[src/hdl/sau_pkg.sv]
// ----------------------------------------------------------------------------
// sau_pkg
// Shared types and constants of the security attribution unit.
// ----------------------------------------------------------------------------
`default_nettype none

package sau_pkg;

  localparam int REGIONS_DEF = 8;   // default number of region entries
  localparam int ADDR_W      = 32;
  localparam int GRAN_BITS   = 5;   // 32-byte region granularity
  localparam int FLD_W       = ADDR_W - GRAN_BITS;
  localparam int IDX_IN_W    = 3;   // width of region_index field
  localparam int ATTR_W      = 2;
  localparam int CTRL_W      = 2;

  // attribute codes
  localparam logic [ATTR_W-1:0] ATTR_SECURE    = 2'd0;
  localparam logic [ATTR_W-1:0] ATTR_NONSECURE = 2'd1;
  localparam logic [ATTR_W-1:0] ATTR_NSC       = 2'd2;

  // request types
  localparam logic REQ_CHECK = 1'b0;
  localparam logic REQ_WRITE = 1'b1;

  // configuration register indexes
  localparam logic CFG_TZ   = 1'b0;
  localparam logic CFG_CTRL = 1'b1;

  // sau_control bit positions
  localparam int CTRL_ENABLE = 0;
  localparam int CTRL_ALLNS  = 1;

  // controller -> datapath
  typedef struct packed {
    logic addr_load;   // capture check address
    logic tbl_wr;      // write region entry
    logic scan_clr;    // restart region scan
    logic scan_step;   // advance to next region
    logic res_load;    // load result register
  } sau_cmd_t;

  // datapath -> controller
  typedef struct packed {
    logic scan_done;   // attribute known this cycle
    logic res_free;    // result register can take a new item
  } sau_stat_t;

endpackage

`default_nettype wire

[src/hdl/sau_if.sv]
// ----------------------------------------------------------------------------
// sau_in_if / sau_out_if
// Valid/ready channels of the security attribution unit.
// ----------------------------------------------------------------------------
`default_nettype none

interface sau_in_if;
  logic        valid;
  logic        ready;
  logic        req_type;
  logic [31:0] address;
  logic [2:0]  region_index;
  logic [26:0] region_base;
  logic [26:0] region_limit;
  logic        region_enable;
  logic        region_nsc;

  modport source (
    output valid, req_type, address, region_index, region_base, region_limit,
           region_enable, region_nsc,
    input  ready
  );
  modport sink (
    input  valid, req_type, address, region_index, region_base, region_limit,
           region_enable, region_nsc,
    output ready
  );
endinterface

interface sau_out_if;
  logic       valid;
  logic       ready;
  logic [1:0] attribute;

  modport source (output valid, attribute, input ready);
  modport sink   (input valid, attribute, output ready);
endinterface

`default_nettype wire

[src/hdl/sau_ctrl.sv]
// ----------------------------------------------------------------------------
// sau_ctrl
// Sequencer: accepts items, steps the region scan, hands off results.
// ----------------------------------------------------------------------------
`default_nettype none

module sau_ctrl
  import sau_pkg::*;
(
  input  wire logic      clk,
  input  wire logic      rst_n,
  input  wire logic      in_valid,
  input  wire logic      in_req_type,
  output logic           in_ready,
  input  wire sau_stat_t stat,
  output sau_cmd_t       cmd
);

  typedef enum logic {
    ST_IDLE,
    ST_SCAN
  } state_t;

  state_t state_r, state_nxt;
  logic   ready_r, ready_nxt;

  assign in_ready = ready_r;

  always_comb begin
    state_nxt = state_r;
    ready_nxt = ready_r;
    cmd       = '0;
    case (state_r)
      ST_IDLE: begin
        if (in_valid && ready_r) begin
          if (in_req_type == REQ_WRITE) begin
            cmd.tbl_wr = 1'b1;
          end else begin
            cmd.addr_load = 1'b1;
            cmd.scan_clr  = 1'b1;
            state_nxt     = ST_SCAN;
            ready_nxt     = 1'b0;
          end
        end
      end
      ST_SCAN: begin
        if (stat.scan_done) begin
          if (stat.res_free) begin
            cmd.res_load = 1'b1;
            state_nxt    = ST_IDLE;
            ready_nxt    = 1'b1;
          end
        end else begin
          cmd.scan_step = 1'b1;
        end
      end
      default: begin
        state_nxt = ST_IDLE;
        ready_nxt = 1'b1;
      end
    endcase
  end

  always_ff @(posedge clk) begin
    if (!rst_n) begin
      state_r <= ST_IDLE;
      ready_r <= 1'b1;
    end else begin
      state_r <= state_nxt;
      ready_r <= ready_nxt;
    end
  end

endmodule

`default_nettype wire

[src/hdl/sau_dp.sv]
// ----------------------------------------------------------------------------
// sau_dp
// Region table, config registers, one-region-per-cycle matcher, result reg.
// ----------------------------------------------------------------------------
`default_nettype none

module sau_dp
  import sau_pkg::*;
#(
  parameter int REGIONS = REGIONS_DEF
)
(
  input  wire logic                clk,
  input  wire logic                rst_n,
  // config
  input  wire logic                cfg_we,
  input  wire logic                cfg_idx,
  input  wire logic [CTRL_W-1:0]   cfg_wdata,
  // input payload
  input  wire logic [ADDR_W-1:0]   in_address,
  input  wire logic [IDX_IN_W-1:0] in_region_index,
  input  wire logic [FLD_W-1:0]    in_region_base,
  input  wire logic [FLD_W-1:0]    in_region_limit,
  input  wire logic                in_region_enable,
  input  wire logic                in_region_nsc,
  // result channel
  output logic                     out_valid,
  input  wire logic                out_ready,
  output logic [ATTR_W-1:0]        out_attribute,
  // control
  input  wire sau_cmd_t            cmd,
  output sau_stat_t                stat
);

  localparam int IDX_W = (REGIONS > 1) ? $clog2(REGIONS) : 1;
  localparam logic [IDX_W-1:0] LAST_IDX = IDX_W'(REGIONS - 1);

  logic                tz_r;
  logic [CTRL_W-1:0]   ctrl_r;

  logic [FLD_W-1:0]    base_r  [REGIONS];
  logic [FLD_W-1:0]    limit_r [REGIONS];
  logic                nsc_r   [REGIONS];
  logic [REGIONS-1:0]  en_r;

  logic [FLD_W-1:0]    addr_r;
  logic [IDX_W-1:0]    scan_r, scan_nxt;
  logic                valid_r;
  logic [ATTR_W-1:0]   attr_r;

  logic                hit;
  logic                bypass;
  logic [ATTR_W-1:0]   attr_nxt;

  // config registers
  always_ff @(posedge clk) begin
    if (!rst_n) begin
      tz_r   <= 1'b0;
      ctrl_r <= '0;
    end else if (cfg_we) begin
      if (cfg_idx == CFG_TZ) begin
        tz_r <= cfg_wdata[0];
      end else begin
        ctrl_r <= cfg_wdata;
      end
    end
  end

  // region table; only the enable bits need a reset value
  always_ff @(posedge clk) begin
    if (!rst_n) begin
      en_r <= '0;
    end else begin
      for (int r = 0; r < REGIONS; r++) begin
        if (cmd.tbl_wr && (32'(in_region_index) == 32'(r))) begin
          en_r[r] <= in_region_enable;
        end
      end
    end
  end

  always_ff @(posedge clk) begin
    for (int r = 0; r < REGIONS; r++) begin
      if (cmd.tbl_wr && (32'(in_region_index) == 32'(r))) begin
        base_r[r]  <= in_region_base;
        limit_r[r] <= in_region_limit;
        nsc_r[r]   <= in_region_nsc;
      end
    end
  end

  // scan position and captured address (granule number)
  always_comb begin
    scan_nxt = scan_r;
    if (cmd.scan_clr) begin
      scan_nxt = '0;
    end else if (cmd.scan_step) begin
      scan_nxt = scan_r + IDX_W'(1);
    end
  end

  always_ff @(posedge clk) begin
    scan_r <= scan_nxt;
    if (cmd.addr_load) begin
      addr_r <= in_address[ADDR_W-1:GRAN_BITS];
    end
  end

  // low 5 bits of base are zero and of limit all ones, so the range test
  // reduces to a granule compare
  assign hit = en_r[scan_r] && (addr_r >= base_r[scan_r])
                            && (addr_r <= limit_r[scan_r]);
  assign bypass = !tz_r || !ctrl_r[CTRL_ENABLE];

  always_comb begin
    if (!tz_r) begin
      attr_nxt = ATTR_SECURE;
    end else if (!ctrl_r[CTRL_ENABLE]) begin
      attr_nxt = ctrl_r[CTRL_ALLNS] ? ATTR_NONSECURE : ATTR_SECURE;
    end else if (hit) begin
      attr_nxt = nsc_r[scan_r] ? ATTR_NSC : ATTR_NONSECURE;
    end else begin
      attr_nxt = ATTR_SECURE;
    end
  end

  assign stat.scan_done = bypass || hit || (scan_r == LAST_IDX);
  assign stat.res_free  = !valid_r || out_ready;

  // result register
  always_ff @(posedge clk) begin
    if (!rst_n) begin
      valid_r <= 1'b0;
    end else if (cmd.res_load) begin
      valid_r <= 1'b1;
    end else if (out_ready) begin
      valid_r <= 1'b0;
    end
  end

  always_ff @(posedge clk) begin
    if (cmd.res_load) begin
      attr_r <= attr_nxt;
    end
  end

  assign out_valid     = valid_r;
  assign out_attribute = attr_r;

endmodule

`default_nettype wire

[src/hdl/sau_security_attribution_unit.sv]
// ----------------------------------------------------------------------------
// sau_security_attribution_unit
// Security attribution unit: attributes byte addresses as secure,
// non-secure or non-secure callable from a table of regions.
// ----------------------------------------------------------------------------
// Usage:
//   in_ch   valid/ready item channel. req_type = write loads region entry
//           region_index (ignored when not below REGIONS) and gives no
//           result; req_type = check looks up address and gives one item
//           on out_ch (attribute: 0 secure, 1 non-secure, 2 NSC).
//   cfg_*   write-only register port, taken whenever cfg_we is high:
//           index 0 trustzone_present, index 1 sau_control.
//   Timing: a write item is taken in the idle state, and the next item
//           can follow it directly. A check item is accepted, then the
//           shared range comparator visits one region per cycle until the
//           first enabled match or the last region; with TrustZone absent
//           or the unit disabled the answer comes on the first scan cycle.
//           No new item is taken while a check scans; the next item is
//           taken the cycle after the result is loaded.
//   Stall:  the result sits in an output register; the next item is taken
//           while it waits, and its scan holds at the end until the slot
//           frees.
//   Reset:  synchronous rst_n clears both config registers, the valid flag
//           and all region enable bits; no clearing pass is needed.
// ----------------------------------------------------------------------------
`default_nettype none

module sau_security_attribution_unit
  import sau_pkg::*;
#(
  parameter int REGIONS = REGIONS_DEF
)
(
  input  wire logic              clk,
  input  wire logic              rst_n,
  sau_in_if.sink                 in_ch,
  sau_out_if.source              out_ch,
  input  wire logic              cfg_we,
  input  wire logic              cfg_idx,
  input  wire logic [CTRL_W-1:0] cfg_wdata
);

  sau_cmd_t  cmd;
  sau_stat_t stat;

  // sequencer: owns in_ch.ready and the scan/result commands
  sau_ctrl u_ctrl (
    .clk         (clk),
    .rst_n       (rst_n),
    .in_valid    (in_ch.valid),
    .in_req_type (in_ch.req_type),
    .in_ready    (in_ch.ready),
    .stat        (stat),
    .cmd         (cmd)
  );

  // table, matcher and result register
  sau_dp #(
    .REGIONS (REGIONS)
  ) u_dp (
    .clk              (clk),
    .rst_n            (rst_n),
    .cfg_we           (cfg_we),
    .cfg_idx          (cfg_idx),
    .cfg_wdata        (cfg_wdata),
    .in_address       (in_ch.address),
    .in_region_index  (in_ch.region_index),
    .in_region_base   (in_ch.region_base),
    .in_region_limit  (in_ch.region_limit),
    .in_region_enable (in_ch.region_enable),
    .in_region_nsc    (in_ch.region_nsc),
    .out_valid        (out_ch.valid),
    .out_ready        (out_ch.ready),
    .out_attribute    (out_ch.attribute),
    .cmd              (cmd),
    .stat             (stat)
  );

endmodule

`default_nettype wire
[src/flat_wrapper.sv]
// flat-port wrapper written by rule: the top's interface ports become plain ports
module sau_security_attribution_unit_flat import sau_pkg::*;
#(
  parameter int REGIONS = REGIONS_DEF
)
  (clk, rst_n, cfg_we, cfg_idx, cfg_wdata, in_ch_valid, in_ch_req_type, in_ch_address, in_ch_region_index, in_ch_region_base, in_ch_region_limit, in_ch_region_enable, in_ch_region_nsc, in_ch_ready, out_ch_valid, out_ch_attribute, out_ch_ready);
  sau_in_if in_ch_i ();
  sau_out_if out_ch_i ();
  input  wire logic clk;
  input  wire logic rst_n;
  input  wire logic cfg_we;
  input  wire logic cfg_idx;
  input  wire logic [CTRL_W-1:0] cfg_wdata;
  input wire logic [$bits(in_ch_i.valid)-1:0] in_ch_valid;
  input wire logic [$bits(in_ch_i.req_type)-1:0] in_ch_req_type;
  input wire logic [$bits(in_ch_i.address)-1:0] in_ch_address;
  input wire logic [$bits(in_ch_i.region_index)-1:0] in_ch_region_index;
  input wire logic [$bits(in_ch_i.region_base)-1:0] in_ch_region_base;
  input wire logic [$bits(in_ch_i.region_limit)-1:0] in_ch_region_limit;
  input wire logic [$bits(in_ch_i.region_enable)-1:0] in_ch_region_enable;
  input wire logic [$bits(in_ch_i.region_nsc)-1:0] in_ch_region_nsc;
  output wire logic [$bits(in_ch_i.ready)-1:0] in_ch_ready;
  output wire logic [$bits(out_ch_i.valid)-1:0] out_ch_valid;
  output wire logic [$bits(out_ch_i.attribute)-1:0] out_ch_attribute;
  input wire logic [$bits(out_ch_i.ready)-1:0] out_ch_ready;
  assign in_ch_i.valid = in_ch_valid;
  assign in_ch_i.req_type = in_ch_req_type;
  assign in_ch_i.address = in_ch_address;
  assign in_ch_i.region_index = in_ch_region_index;
  assign in_ch_i.region_base = in_ch_region_base;
  assign in_ch_i.region_limit = in_ch_region_limit;
  assign in_ch_i.region_enable = in_ch_region_enable;
  assign in_ch_i.region_nsc = in_ch_region_nsc;
  assign in_ch_ready = in_ch_i.ready;
  assign out_ch_valid = out_ch_i.valid;
  assign out_ch_attribute = out_ch_i.attribute;
  assign out_ch_i.ready = out_ch_ready;
  sau_security_attribution_unit #(.REGIONS(REGIONS)) u_core (.clk(clk), .rst_n(rst_n), .in_ch(in_ch_i), .out_ch(out_ch_i), .cfg_we(cfg_we), .cfg_idx(cfg_idx), .cfg_wdata(cfg_wdata));
endmodule
[config.mk]
export PLATFORM = sky130hd
export DESIGN_NAME = sau_security_attribution_unit_flat
export DESIGN_NICKNAME = d
export VERILOG_FILES = /design/src/hdl/sau_pkg.sv /design/src/hdl/sau_if.sv /design/src/hdl/sau_ctrl.sv /design/src/hdl/sau_dp.sv /design/src/hdl/sau_security_attribution_unit.sv /design/src/flat_wrapper.sv
export SDC_FILE = /design/constraint.sdc
export NUM_CORES = 1
export LEC_CHECK = 0
export BUFFER_PORTS_ARGS = -buffer_cell sky130_fd_sc_hd__clkbuf_2
export CORE_ASPECT_RATIO = 0.75
export CORE_UTILIZATION = 60
export CTS_CLUSTER_SIZE = 20
export DETAILED_ROUTE_END_ITERATION = 10
export PLACE_DENSITY = 0.79
export SETUP_SLACK_MARGIN = 0.5
export SYNTH_ARGS = -nofsm -noshare
export SYNTH_HDL_FRONTEND = slang
export SYNTH_HIERARCHICAL = 1
export SYNTH_SLANG_ARGS = --single-unit
[constraint.sdc]
create_clock -name clk -period 7.6 [get_ports clk]
set_clock_uncertainty 0.15 [all_clocks]
set_input_delay 2.28 -clock clk [delete_from_list [all_inputs] [get_ports clk]]
set_output_delay 2.28 -clock clk [all_outputs]
set_load 0.05 [all_outputs]
==> results of run 1 <==
## layout make-up
cell class | instances | area share
antenna | 4 | 0.000459
clock buffer | 56 | 0.0555
inverter | 5 | 0.000860
timing repair buffer | 110 | 0.0278
tap | 406 | 0.0233
clock inverter | 25 | 0.00964
multi-input combinational | 370 | 0.218
sequential | 489 | 0.665
## through the flow
| step | power, mW | cell area, um^2 | worst slack (ns) |
|---|---|---|---|
| CTS | 5.38 | 21800 | 2.19 |
| floorplan | 3.14 | 19300 | 1.99 |
| finish | 5.35 | 21800 | 2.14 |
| global route | 5.49 | 21800 | 2.01 |
| global placement | 3.22 | 20400 | 2.28 |
| detailed placement | 3.23 | 20400 | 2.22 |
## sequential cells by signal, summed over array words and instances (netlist names), 2 cells and up, named ones only
signal and count:
u_core/u_dp/addr_r 27, u_core/u_dp/ctrl_r 2, u_core/u_dp/base_r 216, u_core/u_dp/out_attribute 2, u_core/u_dp/limit_r 216, u_core/u_dp/nsc_r 8
u_core/u_dp/en_r 8, u_core/u_dp/scan_r 3
## power by group
group	internal, mW	total [mW]	switching (mW)
Sequential	2.99	3.01	0.0150
Combinational	0.0573	0.165	0.107
Clock	1.24	2.18	0.941
## worst max-delay path, delay by kind of cell, from the launching register on
family                     cells  cell delay, ns
AOI/OAI and AO/OA              5            1.84
and+or+nand+nor                4            0.89
adders and majority gates      1            0.33
DFF                            1            0.87
muxes                          3            1.17
## synth_stat cells (8+ instances only)
master,count,area share
edfxtp_1,469,0.73
mux4_2,110,0.13
mux2i_1,57,0.030
ha_1,56,0.036
dfxtp_1,20,0.021
nand2_1,18,0.0035
a21oi_1,17,0.0044
clkbuf_1,17,0.0033
nor2_1,17,0.0033
o21ai_0,12,0.0031
a21boi_0,10,0.0039
buf_2,10,0.0026
nand3_1,10,0.0026
nand4_1,10,0.0032
a21o_1,8,0.0031
## routing by layer
layer / GRT usage / part of all wire / up-vias / wire, um
li1: - / - / 4033 / -
met1: 0.356 / 0.43 / 4834 / 16900
met2: 0.400 / 0.48 / 333 / 19100
met3: 0.0527 / 0.074 / 65 / 2930
met4: 0.0609 / 0.016 / 2 / 619
met5: 0 / 0.00030 / - / 12
## cells by family (layout without fill, tap and decap cells)
kind of cell             Yosys count  after routing  share of synthesized area
AND/OR/NAND/NOR                   77             77                     0.0208
AO/OA/AOI/OAI                     63             63                     0.0219
flip-flops                       489            489                      0.749
multiplexers                     173            173                      0.163
adder cells (fa/ha/maj)           56             56                     0.0363
buffers and inverters             38            196                    0.00822
other                              0              4                          0
XOR/XNOR                           1              1                   0.000453
## how the worst max path moves through the flow
stage                   start                  endpoint  slack, ns  depth (start not counted)
2_1_floorplan  in_ch_req_type  u_core/u_dp/base_r[5][0]       1.99                          3
3_3_place_gp        flip-flop                 flip-flop       2.28                         13
3_5_place_dp        flip-flop                 flip-flop       2.22                         13
4_1_cts             flip-flop                 flip-flop       2.19                         13
5_1_grt             flip-flop                 flip-flop       2.01                         13
6_report            flip-flop                 flip-flop       2.14                         13
==> results.json, run 1 <==
{
  "numPortBuffers": 98,
  "reg2reg_slack_ns": 2.14,
  "min_path_cells": 2,
  "fin_crit_ns": 5.46,
  "layout_common_cells": "edfxtp_1 (469), mux4_2 (110), clkbuf_2 (98), mux2i_1 (57), ha_1 (56)",
  "crit_arrival_ns": 5.71,
  "num_vias": 9267,
  "cap_violations": 0,
  "ys_async_sr_fraction": 0,
  "setup_viol": 0,
  "fin_crit_sh": 0.719,
  "fin_nets": 1177,
  "finalHoldViolCount": 0,
  "cts_sinks": 489,
  "netlist_instances": 897,
  "via_per_inst": 6.33,
  "multi_input_area_um2": 4750,
  "first_global_vias": 9604,
  "wl_per_cell_um": 27.0,
  "cp-end-kind": "flip-flop",
  "post_cts_resized": 0,
  "cts_inserted_buffers": 45,
  "dr.pass1.iters": 4,
  "drc": 0,
  "tritoncts": "built",
  "io_pins": 104,
  "routed_wl_mm": 39.6,
  "drt_iter0_drc": 762,
  "synth-seq-area-share": 0.749,
  "post-route-util": 0.693,
  "final_common_cell": "edfxtp_1",
  "clk_pin_slew_ns": 0.06,
  "maxSlewViolCount": 0,
  "tightest_slew_ns": 1.31,
  "path_cells": "mux4_2, mux2i_1, ha_1, a21o_1, a21o_1, a221oi_1, o21ai_0, a221oi_2, nor2_1, or3_1, nor2_1, mux2i_1, nor2_1",
  "crit_type": "reg -> reg",
  "area_growth_syn_to_layout_pct": 12.8,
  "placed_cells": 1380,
  "cts_hold_buf": 0,
  "powerDensity_nw_per_um2": 245,
  "fillers": 1883,
  "rows": 56,
  "crit_fanout": 38,
  "start_util": 0.614,
  "rr_worst_depth": 13,
  "whs_ns": 0.331,
  "die_x_um": 209,
  "coreArea_um2": 31500,
  "grt-ovfl-total": 0,
  "syn_area_per_cell_um2": 21.5,
  "cp_common_cell": "nor2_1",
  "htreeDepth": 2,
  "syn_area_um2": 19300,
  "place_congestion": 0.793,
  "synth-warning-count": 6,
  "crit_path_start_kind": "flip-flop",
  "layout.area.seq_um2": 14500,
  "cts_buffer_depth": 3,
  "ys_ff_latch": 489,
  "grt_util_all_layers": 0.249,
  "setup_tns_ns": 0,
  "worstSkewPairLatency_ns": 0.55,
  "slew_headroom": 0.121,
  "grt_max_degree": 85,
  "cts_setup_buffers": 0,
  "crit_slowest_cell": "dfxtp_4",
  "syn_nets": 1053,
  "drive_gt1_frac": 0.290,
  "rsz0062_at_grt": "no",
  "instances_no_fill": 1465,
  "leakage_nw": 6.99,
  "cts_root_buf": "clkbuf_16",
  "status": "complete, no violations",
  "cp.required_ns": 7.85,
  "peakVddDrop_mv": 0.232,
  "hold_path_end": "u_core/u_dp/ctrl_r[1]",
  "synth_edf_count": 469,
  "grt_pass1_wl_mm": 59.0,
  "chipHeight_um": 157,
  "fmax_ghz": 0.183,
  "ant_nets": 0,
  "hold_path.class": "reg -> reg",
  "die_area_um2": 32900,
  "ys_types": 46,
  "synthFlopType": "edfxtp_1",
  "dpl.hpwl_mm": 22.6,
  "worst_path_largest_cell_delay_ns": 0.87,
  "antenna_found_initial": 4,
  "min_from": "u_core/u_dp/ctrl_r[1]"
}
(Power assumes the default switching activity.)
==> inputs of run 2 (changes only) <==
- CORE_UTILIZATION: 60 -> 55
- PLACE_DENSITY: 0.79 -> 0.77
- clock period: 7.6 -> 4.6 ns (I/O delays scaled with it)
==> results.json, run 2 (synthesized netlist as in run 1, its figures left out) <==
{
  "die_area_um2": 35900,
  "layout_common_cells": "edfxtp_1 (469), mux4_2 (110), clkbuf_2 (98), ha_1 (54), mux2i_1 (48)",
  "grt-ovfl-total": 0,
  "dr.pass1.iters": 5,
  "io_pins": 104,
  "top_regs": "u_core/u_dp/base_r: 216 flops, u_core/u_dp/limit_r: 216 flops, u_core/u_dp/addr_r: 27 flops",
  "layout.area.seq_um2": 14500,
  "finalPower_mw": 8.76,
  "finalHoldViolCount": 0,
  "powerDensity_nw_per_um2": 388,
  "routed_wl_mm": 40.2,
  "placed_cells": 1452,
  "grt_pass1_wl_mm": 60.6,
  "clk_pin_slew_ns": 0.06,
  "chipHeight_um": 164,
  "drive_gt1_frac": 0.332,
  "cp-end-kind": "flip-flop",
  "tightest_slew_ns": 0.762,
  "numPortBuffers": 98,
  "cts_hold_buf": 0,
  "die_x_um": 218,
  "slew_headroom": 0.491,
  "crit_arrival_ns": 4.45,
  "instances_no_fill": 1555,
  "place_congestion": 0.811,
  "antenna_found_initial": 5,
  "cts_root_buf": "clkbuf_16",
  "peakVddDrop_mv": 0.262,
  "maxSlewViolCount": 0,
  "cts_buffer_depth": 3,
  "worstSkewPairLatency_ns": 0.56,
  "post-route-util": 0.653,
  "dpl.hpwl_mm": 23.2,
  "setup_tns_ns": 0,
  "start_util": 0.558,
  "rsz0062_at_grt": "yes",
  "htreeDepth": 2,
  "dr_wl_met2_mm": 19.8,
  "num_vias": 9388,
  "status": "complete, no violations",
  "path_cells": "buf_6, mux4_2, mux2_4, ha_4, nand2b_4, a211o_1, a221oi_2, buf_4, o21ai_2, a221oi_2, buf_4, nor2_4, or3_4, nor2_4, buf_6, mux2i_1, nor2_1",
  "wl_per_cell_um": 25.8,
  "coreArea_um2": 34600,
  "crit_path_start_kind": "flip-flop",
  "ant_nets": 0,
  "grt_max_degree": 57,
  "dr_wl_met3_mm": 3.03,
  "fillers": 2221,
  "via_per_inst": 6.04,
  "area_growth_syn_to_layout_pct": 16.9,
  "fmax_ghz": 0.237,
  "min_from": "u_core/u_dp/en_r[7]",
  "leakage_nw": 7.29,
  "rr_worst_depth": 17,
  "fin_crit_ns": 4.21,
  "cp.required_ns": 4.84,
  "rows": 59,
  "worst_path_largest_cell_delay_ns": 0.48,
  "tritoncts": "built",
  "reg2reg_slack_ns": 0.39,
  "hold_path.class": "reg -> reg",
  "multi_input_area_um2": 4930,
  "cap_violations": 0,
  "first_global_vias": 9783,
  "crit_slowest_cell": "mux4_2",
  "top_layer": "met5",
  "cp_top_family": "compound AO/OA/AOI/OAI gates",
  "crit_type": "reg -> reg",
  "final_common_cell": "edfxtp_1",
  "place_area_um2": 20800,
  "cts_sinks": 489,
  "fin_crit_sh": 0.915,
  "crit_buf_inv": 4,
  "drt_iter0_drc": 823,
  "grt_util_all_layers": 0.235,
  "setup_viol": 0,
  "drc": 0,
  "wl_met1_mm": 16.7,
  "crit_fanout": 7,
  "fin_nets": 1218,
  "worst-path-stages": 17,
  "finish.instance_area_um2": 22600,
  "cts_inserted_buffers": 46
}
## run 2: cell count changes in the layout (fill, tap and decap cells not counted), sizes merged
cell      change
bufinv        -2
clkinvlp      -1
diode         -2
buf          +40
inv           -2
clkbuf        +5
clkinv        +1
## run 2: how the worst min path moves through the flow
stage                       endpoint  depth (start not counted)  slack, ns
5_1_grt          u_core/u_dp/en_r[7]                          2       0.36
3_5_place_dp     u_core/u_dp/en_r[7]                          2       0.32
3_3_place_gp   u_core/u_dp/ctrl_r[1]                          2       0.31
4_1_cts          u_core/u_dp/en_r[7]                          2       0.33
2_1_floorplan  u_core/u_dp/ctrl_r[1]                          2       0.29
6_report         u_core/u_dp/en_r[7]                          2       0.34
## run 2: final cells by class
type,count,share of cell area
Sequential cell,489,0.641
Multi-Input combinational cell,370,0.218
Clock buffer,61,0.0557
Timing Repair Buffer,150,0.0533
Tap cell,457,0.0253
Clock inverter,21,0.00526
Inverter,5,0.000830
Antenna cell,2,0.000221
## run 2: routing by layer
metal,global-route usage,vias to the layer above
li1,-,4115
met1,0.328,4888
met2,0.384,315
met3,0.0478,64
met4,0.0563,6
met5,0,-
## run 2: worst register-to-register path: cells and delay by family (launching register included)
family                     cells  cell delay, ns
muxes                          3            0.94
adders and majority gates      1            0.21
AOI/OAI and AO/OA              4            0.96
buffers and inverters          4            0.63
DFF                            1            0.45
and+or+nand+nor                5            0.73
## run 2: stage by stage
step                worst slack [ns]  hold slack, ns
floorplan                     -0.108           0.294
global placement               0.295           0.313
detailed placement             0.219           0.325
CTS                            0.450           0.334
global route                   0.281           0.357
finish                         0.389           0.337
## run 2: where the power goes
| part | leakage [nW] | switching, mW | internal (mW) | total (mW) |
|---|---|---|---|---|
| clock | 0.670 | 1.53 | 1.97 | 3.50 |
| sequential | 4.40 | 0.0230 | 4.94 | 4.97 |
| combinational | 2.22 | 0.186 | 0.112 | 0.299 |
## run 2: timing repair
item,4_1_cts,5_1_grt
gates cloned,2,0
setup endpoints to repair,11,11
setup buffers,10,7
pin swaps,10,9
hold endpoints to repair,0,0
resized for setup,31,17
